## config.mk

```make
export PLATFORM = sky130hd
export DESIGN_NAME = humidity_sensor_readout_decoder
export DESIGN_NICKNAME = d
export VERILOG_FILES = /design/src/rtl/hsrd_pkg.sv /design/src/rtl/hsrd_front.sv /design/src/rtl/hsrd_queue.sv /design/src/rtl/hsrd_back.sv /design/src/rtl/humidity_sensor_readout_decoder.sv
export SDC_FILE = /design/constraint.sdc
export NUM_CORES = 1
export LEC_CHECK = 0
export BUFFER_PORTS_ARGS = -buffer_cell sky130_fd_sc_hd__clkbuf_2
export CORE_MARGIN = 1.5
export CORE_UTILIZATION = 68
export CTS_BUF_LIST = sky130_fd_sc_hd__clkbuf_2 sky130_fd_sc_hd__clkbuf_4 sky130_fd_sc_hd__clkbuf_8
export CTS_CLUSTER_DIAMETER = 40
export DETAILED_ROUTE_END_ITERATION = 6
export GPL_ROUTABILITY_DRIVEN = 0
export PLACE_DENSITY = 0.86
export SETUP_SLACK_MARGIN = 0.15
export SLEW_MARGIN = 40
export SYNTH_ARGS = -nofsm -noshare
export SYNTH_HDL_FRONTEND = slang
export SYNTH_SLANG_ARGS = --single-unit
```

## constraint.sdc

```tcl
create_clock -name i_clk -period 11.2 [get_ports i_clk]
set_input_delay 1.68 -clock i_clk [delete_from_list [all_inputs] [get_ports i_clk]]
set_output_delay 1.68 -clock i_clk [all_outputs]
set_load 0.02 [all_outputs]
```

## src/rtl/hsrd_pkg.sv

```systemverilog
// hsrd_pkg: shared types, constants and the CRC-8 byte step for the
// sensor readout decoder. No dependencies.
`default_nettype none

package hsrd_pkg;

    // queue between front and back
    localparam int HSRD_QDEPTH = 2;

    // CRC-8, poly 0x31 (0x131 with implicit top bit), init 0xFF
    localparam logic [7:0]  CRC_INIT    = 8'hFF;
    localparam logic [7:0]  CRC_POLY    = 8'h31;

    // conversion constants
    localparam logic [15:0] STATUS_MASK = 16'hFFFC;
    localparam logic [14:0] K_TEMP      = 15'd17500;
    localparam logic [14:0] K_HUM       = 15'd10000;
    localparam logic [14:0] T_OFFSET    = 15'd4500;
    localparam int          PROD_W      = 31;

    // quantity codes
    localparam logic QTY_TEMP = 1'b0;
    localparam logic QTY_HUM  = 1'b1;

    // one completed group: quantity, word and CRC verdict
    typedef struct packed {
        logic        quantity;
        logic        crc_ok;
        logic [15:0] word;
    } t_grp_item;

    function automatic logic [7:0] crc8_byte(input logic [7:0] crc, input logic [7:0] b);
        logic [7:0] c;
        c = crc ^ b;
        for (int i = 0; i < 8; i++) begin
            c = c[7] ? ({c[6:0], 1'b0} ^ CRC_POLY) : {c[6:0], 1'b0};
        end
        return c;
    endfunction

endpackage

`default_nettype wire

```

## src/rtl/hsrd_front.sv

```systemverilog
// hsrd_front: byte position tracking, CRC-8 accumulation and word assembly.
// Depends on hsrd_pkg.
`default_nettype none

module hsrd_front (
    input  wire                   i_clk,
    input  wire                   i_rst_n,
    input  wire                   i_accept,
    input  wire  [7:0]            i_rx_byte,
    input  wire                   i_frame_start,
    output logic                  o_push,
    output hsrd_pkg::t_grp_item   o_push_item
);
    import hsrd_pkg::*;

    typedef enum logic [1:0] {SUB_HI, SUB_LO, SUB_CRC} t_sub;

    logic [2:0]  r_pos, n_pos;
    logic [7:0]  r_crc, n_crc;
    logic [15:0] r_word, n_word;
    logic [2:0]  pos_eff;
    t_sub        sub;
    logic        grp;

    always_comb begin
        pos_eff = i_frame_start ? 3'd0 : r_pos;
        unique case (pos_eff)
            3'd0:    begin sub = SUB_HI;  grp = QTY_TEMP; end
            3'd1:    begin sub = SUB_LO;  grp = QTY_TEMP; end
            3'd2:    begin sub = SUB_CRC; grp = QTY_TEMP; end
            3'd3:    begin sub = SUB_HI;  grp = QTY_HUM;  end
            3'd4:    begin sub = SUB_LO;  grp = QTY_HUM;  end
            3'd5:    begin sub = SUB_CRC; grp = QTY_HUM;  end
            default: begin sub = SUB_HI;  grp = QTY_TEMP; pos_eff = 3'd0; end
        endcase

        n_pos  = r_pos;
        n_crc  = r_crc;
        n_word = r_word;
        if (i_accept) begin
            unique case (sub)
                SUB_HI: begin
                    n_crc  = crc8_byte(CRC_INIT, i_rx_byte);
                    n_word = {i_rx_byte, r_word[7:0]};
                    n_pos  = pos_eff + 3'd1;
                end
                SUB_LO: begin
                    n_crc  = crc8_byte(r_crc, i_rx_byte);
                    n_word = {r_word[15:8], i_rx_byte};
                    n_pos  = pos_eff + 3'd1;
                end
                default: begin
                    n_crc = CRC_INIT;
                    n_pos = (pos_eff == 3'd5) ? 3'd0 : pos_eff + 3'd1;
                end
            endcase
        end

        o_push               = i_accept && (sub == SUB_CRC);
        o_push_item.quantity = grp;
        o_push_item.crc_ok   = (r_crc == i_rx_byte);
        o_push_item.word     = r_word;
    end

    always_ff @(posedge i_clk) begin
        if (!i_rst_n) begin
            r_pos  <= 3'd0;
            r_crc  <= CRC_INIT;
            r_word <= 16'd0;
        end else begin
            r_pos  <= n_pos;
            r_crc  <= n_crc;
            r_word <= n_word;
        end
    end

endmodule

`default_nettype wire

```

## src/rtl/hsrd_queue.sv

```systemverilog
// hsrd_queue: small FIFO of completed groups between front and back.
// Depends on hsrd_pkg.
`default_nettype none

module hsrd_queue #(
    parameter int DEPTH = hsrd_pkg::HSRD_QDEPTH
) (
    input  wire                   i_clk,
    input  wire                   i_rst_n,
    input  wire                   i_push,
    input  hsrd_pkg::t_grp_item   i_push_item,
    output logic                  o_push_ready,
    output logic                  o_pop_valid,
    output hsrd_pkg::t_grp_item   o_pop_item,
    input  wire                   i_pop
);
    import hsrd_pkg::*;

    localparam int AW = (DEPTH > 1) ? $clog2(DEPTH) : 1;
    localparam int CW = $clog2(DEPTH + 1);

    t_grp_item   r_mem [DEPTH];
    logic [AW-1:0] r_wr_ptr, r_rd_ptr;
    logic [CW-1:0] r_count;
    logic          do_push, do_pop;

    assign o_push_ready = (r_count != CW'(DEPTH));
    assign o_pop_valid  = (r_count != '0);
    assign o_pop_item   = r_mem[r_rd_ptr];
    assign do_push      = i_push && o_push_ready;
    assign do_pop       = i_pop && o_pop_valid;

    always_ff @(posedge i_clk) begin
        if (do_push) begin
            r_mem[r_wr_ptr] <= i_push_item;
        end
    end

    always_ff @(posedge i_clk) begin
        if (!i_rst_n) begin
            r_wr_ptr <= '0;
            r_rd_ptr <= '0;
            r_count  <= '0;
        end else begin
            if (do_push) begin
                r_wr_ptr <= (r_wr_ptr == AW'(DEPTH - 1)) ? '0 : r_wr_ptr + 1'b1;
            end
            if (do_pop) begin
                r_rd_ptr <= (r_rd_ptr == AW'(DEPTH - 1)) ? '0 : r_rd_ptr + 1'b1;
            end
            if (do_push && !do_pop) begin
                r_count <= r_count + 1'b1;
            end else if (do_pop && !do_push) begin
                r_count <= r_count - 1'b1;
            end
        end
    end

endmodule

`default_nettype wire

```

## src/rtl/hsrd_back.sv

```systemverilog
// hsrd_back: scale multiply, divide by 65535, held-value update, result register.
// Depends on hsrd_pkg.
`default_nettype none

module hsrd_back (
    input  wire                   i_clk,
    input  wire                   i_rst_n,
    input  wire                   i_valid,
    input  hsrd_pkg::t_grp_item   i_item,
    output logic                  o_ready,
    output logic                  o_out_valid,
    input  wire                   i_out_ready,
    output logic                  o_quantity,
    output logic                  o_crc_ok,
    output logic signed [14:0]    o_value
);
    import hsrd_pkg::*;

    // stage A: scaled product
    logic              r_a_vld;
    logic              r_a_qty;
    logic              r_a_ok;
    logic [PROD_W-1:0] r_prod;
    logic [PROD_W-1:0] n_prod;
    logic [15:0]       raw;
    logic [14:0]       k;

    // stage B: held values and output register
    logic [14:0]       r_temp;
    logic [13:0]       r_hum;
    logic              r_out_vld;
    logic              r_out_qty;
    logic              r_out_ok;
    logic [14:0]       r_out_val;
    logic [14:0]       n_out_val;

    logic [PROD_W-1:0] div_sum;
    logic [14:0]       quot;
    logic [14:0]       temp_new;
    logic [13:0]       hum_new;
    logic              adv_b;
    logic              adv_a;

    assign adv_b   = !r_out_vld || i_out_ready;
    assign adv_a   = !r_a_vld || adv_b;
    assign o_ready = adv_a;

    assign raw    = i_item.word & STATUS_MASK;
    assign k      = (i_item.quantity == QTY_HUM) ? K_HUM : K_TEMP;
    assign n_prod = PROD_W'(raw) * PROD_W'(k);

    // floor(x / 65535) = (x + (x >> 16) + 1) >> 16 for quotients below 2^16
    assign div_sum  = r_prod + PROD_W'(r_prod[PROD_W-1:16]) + PROD_W'(1);
    assign quot     = div_sum[PROD_W-1:16];
    assign temp_new = quot - T_OFFSET;
    assign hum_new  = quot[13:0];

    always_comb begin
        if (r_a_qty == QTY_HUM) begin
            n_out_val = {1'b0, r_a_ok ? hum_new : r_hum};
        end else begin
            n_out_val = r_a_ok ? temp_new : r_temp;
        end
    end

    always_ff @(posedge i_clk) begin
        if (!i_rst_n) begin
            r_a_vld   <= 1'b0;
            r_out_vld <= 1'b0;
            r_temp    <= 15'd0;
            r_hum     <= 14'd0;
        end else begin
            if (adv_a) begin
                r_a_vld <= i_valid;
            end
            if (adv_b) begin
                r_out_vld <= r_a_vld;
                if (r_a_vld && r_a_ok) begin
                    if (r_a_qty == QTY_HUM) begin
                        r_hum <= hum_new;
                    end else begin
                        r_temp <= temp_new;
                    end
                end
            end
        end
    end

    always_ff @(posedge i_clk) begin
        if (adv_a && i_valid) begin
            r_a_qty <= i_item.quantity;
            r_a_ok  <= i_item.crc_ok;
            r_prod  <= n_prod;
        end
        if (adv_b && r_a_vld) begin
            r_out_qty <= r_a_qty;
            r_out_ok  <= r_a_ok;
            r_out_val <= n_out_val;
        end
    end

    assign o_out_valid = r_out_vld;
    assign o_quantity  = r_out_qty;
    assign o_crc_ok    = r_out_ok;
    assign o_value     = $signed(r_out_val);

endmodule

`default_nettype wire

```

## src/rtl/humidity_sensor_readout_decoder.sv

```systemverilog
// humidity_sensor_readout_decoder: top level of the sensor readout decoder.
// Depends on hsrd_pkg, hsrd_front, hsrd_queue, hsrd_back.
//
//  Channel | Handshake                 | Payload
//  --------+---------------------------+-------------------------------------
//  in      | i_in_valid / o_in_ready   | i_rx_byte[7:0], i_frame_start
//  out     | o_out_valid / i_out_ready | o_quantity, o_crc_ok, o_value[14:0]
//
// One byte transaction per cycle is accepted while the queue has room; the
// result shows on o_out_valid after the group's CRC byte passes the queue
// write at its accepting edge, the multiply stage and the output register.
// Each group's CRC byte yields a result; other bytes only update CRC and word.
// Reset is synchronous, active low; no clearing pass, o_in_ready is high from
// the first cycle out of reset.
// An output stall backs up the back end first, then the queue, and only
// drops o_in_ready when the queue is full.
`default_nettype none

module humidity_sensor_readout_decoder #(
    parameter int QDEPTH = hsrd_pkg::HSRD_QDEPTH
) (
    input  wire                 i_clk,
    input  wire                 i_rst_n,
    input  wire                 i_in_valid,
    output logic                o_in_ready,
    input  wire  [7:0]          i_rx_byte,
    input  wire                 i_frame_start,
    output logic                o_out_valid,
    input  wire                 i_out_ready,
    output logic                o_quantity,
    output logic                o_crc_ok,
    output logic signed [14:0]  o_value
);
    import hsrd_pkg::*;

    logic      in_accept;
    logic      push;
    t_grp_item push_item;
    logic      q_push_ready;
    logic      q_pop_valid;
    t_grp_item q_pop_item;
    logic      back_ready;

    // A byte is only held back when the queue cannot take a finished group.
    assign o_in_ready = q_push_ready;
    assign in_accept  = i_in_valid && o_in_ready;

    // front: position, CRC accumulation, word assembly
    hsrd_front u_front (
        .i_clk         (i_clk),
        .i_rst_n       (i_rst_n),
        .i_accept      (in_accept),
        .i_rx_byte     (i_rx_byte),
        .i_frame_start (i_frame_start),
        .o_push        (push),
        .o_push_item   (push_item)
    );

    // decoupling queue of completed groups
    hsrd_queue #(
        .DEPTH (QDEPTH)
    ) u_queue (
        .i_clk        (i_clk),
        .i_rst_n      (i_rst_n),
        .i_push       (push),
        .i_push_item  (push_item),
        .o_push_ready (q_push_ready),
        .o_pop_valid  (q_pop_valid),
        .o_pop_item   (q_pop_item),
        .i_pop        (back_ready)
    );

    // back: conversion, held values, result register
    hsrd_back u_back (
        .i_clk       (i_clk),
        .i_rst_n     (i_rst_n),
        .i_valid     (q_pop_valid),
        .i_item      (q_pop_item),
        .o_ready     (back_ready),
        .o_out_valid (o_out_valid),
        .i_out_ready (i_out_ready),
        .o_quantity  (o_quantity),
        .o_crc_ok    (o_crc_ok),
        .o_value     (o_value)
    );

endmodule

`default_nettype wire

```

=== Word-level counts from Yosys, hierarchy flattened ===
Memory sizes are Yosys's and may differ from the RTL's. A register that Yosys moved wholly into a read port is not among the register bits.
Cells that the tools add are included.

* Add/sub/neg operators: 8
* Multiply operators: 1
* Divide/modulo/power cells: 0
* Magnitude comparators: 0
* Equal/unequal tests: 10
* Shifts and indexed selects: 0
* Mux-type cells: 36
* Bitwise logic cells: 21
* Reduce and logical (&&, ||, !) cells: 27

{| class="wikitable"
|+ Operator list
! cell !! number
|-
| $mux 6 || 16
|-
| $not 3->3 || 16
|-
| $pmux 16 s2 || 1
|-
| $add 31x1->31 const B || 1
|-
| $add 31x15->31 || 1
|-
| $mux 15 || 2
|-
| $mul 14x15->29 || 1
|-
| $mux 14 || 2
|-
| $pmux 8 s2 || 1
|-
| $sub 15x13->15 const B || 1
|-
| $mux 3 || 4
|-
| $reduce_and 3->1 || 4
|-
| $eq 3x3->1 const B || 3
|-
| $eq 8x8->1 || 1
|-
| $logic_and 1x1->1 || 8
|-
| $not 8->8 || 1
|-
| $xor 8x8->8 || 1
|-
| $mux 1 || 7
|-
| $eq 3x2->1 const B || 2
|-
| $reduce_or 2->1 || 3
|-
| $reduce_or 6->1 || 1
|-
| $logic_not 1->1 || 4
|-
| $mux 2 || 2
|-
| $pmux 2 s2 || 1
|-
| 14 further kinds || 19
|}

* Register bits: 110
* Bits in latches: 0
* Bits in writable memories: 36
* Bits in read-only memories: 0
* Input bits: 13
* Output and inout bits: 19
* Logic and storage cells: 122
* Memories: 1

{| class="wikitable"
|+ Memory list
! memory !! words !! width !! read ports !! clocked after Yosys merged registers in !! write ports !! line !! source
|-
| u_queue.r_mem || 2 || 18 || 1 || 1 || 1 || hsrd_queue.sv:22 || <nowiki>t_grp_item r_mem [DEPTH];</nowiki>
|}

=== Depth between registers and ports, before layout ===
* Depth after elaboration: 18
* Mapped depth: 27
* Mapped depth without buffers: 26

=== By module ===
Synthesis repeated with hierarchy kept, for this count alone.

* Cell total of the unflattened synthesis: 1,140
* Area total of the unflattened synthesis: 11,568.6 µm²

{| class="wikitable"
|+ By module, submodules not included
! module !! times used !! cells an instance !! area an instance (µm²) !! seq. area each (µm²)
|-
| hsrd_back || 1 || 874 || 8,383.0 || 2,001.9
|-
| hsrd_front || 1 || 185 || 1,640.3 || 540.5
|-
| hsrd_queue || 1 || 80 || 1,539.0 || 1,181.1
|-
| humidity_sensor_readout_decoder || 1 || 1 || 6.3 || 0.0
|}

=== Least setup slack after synthesis ===
Ideal clock, no wire load.

* Kind: register to register
* From: reg (tool-made name)
* To: reg u_back.r_prod[28] (data pin)
* Library setup time: 0.258 ns
* Arrival time: 6.443 ns
* Required time: 10.942 ns
* Slack: 4.499 ns
* Cell stages (with the launch flop): 27
* Buffers on the path: 3
* Period minus slack after synthesis: 6.701 ns
* Path through: dfxtp_1 clkbuf_1 mux2i_1 inv_1 clkbuf_1 clkbuf_1 nor2_1 ha_1 ha_1 inv_1 fa_1 inv_1 fa_1 fa_1 inv_1 fa_1 inv_1 ha_1 nand2_1 nor2_1 a32o_1 o21ai_2 or4b_4 a211oi_2 o31ai_1 a21oi_1 xnor2_1

{| class="wikitable"
|+ RTL lines
! element !! line !! source
|-
| to (signal assigned) || hsrd_back.sv:93 || <nowiki>r_prod <= n_prod;</nowiki>
|-
| to (decl) || hsrd_back.sv:23 || <nowiki>logic [PROD_W-1:0] r_prod;</nowiki>
|}

==> run_results.csv <==
group,metric,value,unit
sta,setup_viol,0,
critical_path,crit_slowest_cell,"dfxtp_2",
sta,rsz0062_at_grt,"false",
floorplanning,floorplan_die_width,130.7,um
grt,antenna_violations_before_repair,0,
critical_path,worstSetupStartpointType,"flip-flop",
critical_path,worst-setup-path-type,"flip-flop to flip-flop",
critical_path,critical_path_arrival,7.18,ns
cells_and_area,filler_cell_count,1070,
floorplanning,io-pin-count,32,
cells_and_area,final_layout_size_suffix_gt1_frac,0.1067,
sta,timing.max_slew.rel_slack,0.5086,
critical_path,timing.critical_path.required,11.41,ns
grt,via_count_of_the_first_global_routing_pass,7421,
yosys,synth_area_leader_cell,"edfxtp_1",
floorplanning,fp.coreArea,0.01589,mm2
placed_design,preCtsSetupSlack,3.907,ns
sta,timing.final.ws_setup,4.228,ns
yosys,yosysUniqueCellTypes,81,
drt,routed_wire_length_per_instance,16.35,um
clock_network,numClockSinks,139,
cells_and_area,area.growth.synth_to_final,6.854,%
clock_network,count_of_h_tree_levels_built_during_cts,4,
yosys,postSynthAreaPerCell,10.35,um2
placed_design,port_buffers,31,
floorplanning,initial_utilization,0.6975,
clock_network,clockBufferDepth,2,
sta,finalCritPeriodShare,0.6225,
worst_hold_path,min-delay-path-class,"flip-flop to flip-flop",
run_status,status,"finished, final reports clean",
cells_and_area,nets,1315,
job,maxCapViolations,0,
drt,postRouteAntennaNets,0,
yosys,ys_seq_area_frac,0.3216,
drt,drc,0,
grt,grt_pass1_wl,35630,um
placed_design,post-dp-hpwl,17270,um
placed_design,postPlaceCellArea,0.01145,mm2
critical_path,crit_family,"adder cells",
yosys,postSynth.topFlopCell,"edfxtp_1",
sta,transition_time_at_the_pin_with_the_least_slew_margin,0.7371,ns
drt,initialDrtViolationCount,426,
floorplanning,floorplan.die.height,130.7,um
floorplanning,core.rowCount,46,
clock_network,post-cts-setup-buffers,0,
critical_path,path_cells,"mux2i_1 > buf_4 > inv_1 > nor2_1 > ha_1 > ha_1 > inv_1 > fa_1 > inv_1 > fa_1 > fa_1 > inv_1 > fa_1 > inv_1 > ha_1 > nand2_1 > nor2_1 > a32o_1 > o21ai_2 > or4b_4 > a211oi_2 > o31ai_1 > a21oi_1 > xnor2_1",
clock_network,ctsResizeCount,0,
critical_path,crit_path_end_kind,"flip-flop",
yosys,netlist_top_cells_area,"edfxtp_1, ha_1, fa_1",
sta,max_slew_violation_count,0,
clock_network,cts_made_buffers,17,
sta,fin_tns_setup,0,ns
sta,achievable-frequency,0.1434,GHz
drt,postRouteWirelength,21760,um
yosys,synth-edff-count,78,
drt,via_per_inst,5.699,
clock_network,worst_skew_pair.late_latency,0.47,ns
critical_path,crit_path_frequent_cell,"inv_1",
grt,grt_overflow,0,
critical_path,biggest_cell_delay_along_the_critical_path,0.62,ns
critical_path,critPathBufInv,6,
cells_and_area,antennaDiodeCount,0,
clock_network,cts-root-buf,"clkbuf_8",
floorplanning,fp.dieArea,0.01707,mm2
sta,timing.final.crit_period,6.972,ns
grt,groute.usage.overall,0.2705,
yosys,synth_async_sr_flop_share,0,
sta,hold_violations,0,
sta,worst_clock_skew,0.02014,ns
yosys,synthesis.yosys.warnings,0,
grt,largest_net_degree_at_the_start_of_global_routing,61,
yosys,synthesis.instances,1071,
clock_network,total_of_hold_buffers_inserted_after_clock_tree_synthesis,0,
critical_path,crit_path_max_fanout,20,
drt,detailroute.via_count,7585,
yosys,synth_seq_cells,139,
cells_and_area,post-route-cell-area,0.01184,mm2
clock_network,cts.clk_slew.worst_paths,0.08,ns
yosys,netlist.area_leader.share,0.2114,
critical_path,worst-r2r-setup-slack,4.23,ns
yosys,syn_area,0.01108,mm2
clock_network,cts_tree,"built",
drt,detailedRoute.firstPassIterationCount,5,
final timing paths:
check / cells after the start / from / endpoint
max reg2reg: 24 / flip-flop / u_back.r_prod[28]$_DFFE_PP_
min reg2reg: 0 / u_front.r_word[7]$_SDFFE_PN0P_ / u_queue.r_mem[1][7]$_DFFE_PP_
min: 0 / u_front.r_word[7]$_SDFFE_PN0P_ / u_queue.r_mem[1][7]$_DFFE_PP_
max: 24 / flip-flop / u_back.r_prod[28]$_DFFE_PP_
layer usage:
| metal | up-vias | share of wire | GRT usage |
|---|---|---|---|
| met4 | 0 | 0.025 | 0.1086 |
| met5 | - | 0 | 0 |
| met1 | 3650 | 0.42 | 0.3321 |
| li1 | 3707 | - | - |
| met3 | 42 | 0.038 | 0.04072 |
| met2 | 186 | 0.52 | 0.4802 |
cell type report:
class | instances | area, um2 | share of cell area
clock inverter | 13 | 142.6 | 0.01205
tap | 216 | 270.3 | 0.02283
sequential | 139 | 3565 | 0.3011
inverter | 135 | 506.7 | 0.04280
clock buffer | 19 | 249.0 | 0.02103
multi-input combinational | 771 | 6899 | 0.5827
timing repair buffer | 38 | 207.7 | 0.01754
synth_stat cells (27+ instances only):
cell / instances
edfxtp_1: 78
o21ai_0: 28
xor2_1: 29
xnor2_1: 62
inv_1: 135
ha_1: 129
a21oi_1: 45
dfxtp_1: 61
clkbuf_1: 29
nand2_1: 94
fa_1: 71
mux2i_1: 27
nor2_1: 51
cell usage in the layout (no fill, tap or decap), drive strengths merged, types with 9 or more instances in the layout:
cell | synthesis | layout
inv | 135 | 139
ha | 129 | 129
nand2 | 94 | 94
edfxtp | 78 | 78
fa | 71 | 71
xnor2 | 63 | 63
dfxtp | 61 | 61
nor2 | 52 | 52
clkbuf | 31 | 50
a21oi | 47 | 47
o21ai | 34 | 34
xor2 | 29 | 29
mux2i | 27 | 27
nor2b | 24 | 24
and2 | 18 | 18
o211a | 17 | 17
a21boi | 15 | 15
a211oi | 15 | 15
or2 | 12 | 12
conb | 2 | 11
a21o | 9 | 9
nand3 | 9 | 9
nor3 | 9 | 9
state kept, by name (all words and copies together) (netlist names), 2 cells and up, named ones only:
signal           flops
u_front.r_word      14
u_back.r_temp       15
u_queue.r_mem       32
u_back.r_hum        14
u_front.r_crc        8
u_queue.r_count      2
u_back.r_prod       27
u_front.r_pos        3
u_back.o_value      15
kinds of logic after synthesis:
group | count (synthesis) | share of synthesized area
AO/OA/AOI/OAI | 184 | 0.1262
other | 2 | 0.0006778
flip-flops | 139 | 0.3216
XOR/XNOR | 92 | 0.07441
buffers and inverters | 170 | 0.05906
adder cells (fa/ha/maj) | 201 | 0.2748
multiplexers | 30 | 0.02846
AND/OR/NAND/NOR | 253 | 0.1147
stage by stage:
step / util / hold WS, ns / cells
final: 0.7454 / 0.4632 / 1331
after global routing: 0.7454 / 0.4873 / 1331
after CTS: 0.7453 / 0.4669 / 1331
after detailed placement: 0.7206 / 0.4430 / 1299
after global placement: 0.7205 / 0.4365 / 1299
after floorplan: - / 0.4253 / 1080
worst register-to-register path: stages (launching register included):
cell and delay (ns):
dfxtp_2 0.62, mux2i_1 0.27, buf_4 0.27, inv_1 0.33, nor2_1 0.36, ha_1 0.30
ha_1 0.28, inv_1 0.05, fa_1 0.55, inv_1 0.07, fa_1 0.50, fa_1 0.55
inv_1 0.05, fa_1 0.50, inv_1 0.04, ha_1 0.33, nand2_1 0.10, nor2_1 0.07
a32o_1 0.30, o21ai_2 0.12, or4b_4 0.51, a211oi_2 0.23, o31ai_1 0.10, a21oi_1 0.17
xnor2_1 0.08
Power is not shown: default switching activity piles up to over one toggle a cycle in this logic, so the estimate is an artifact.
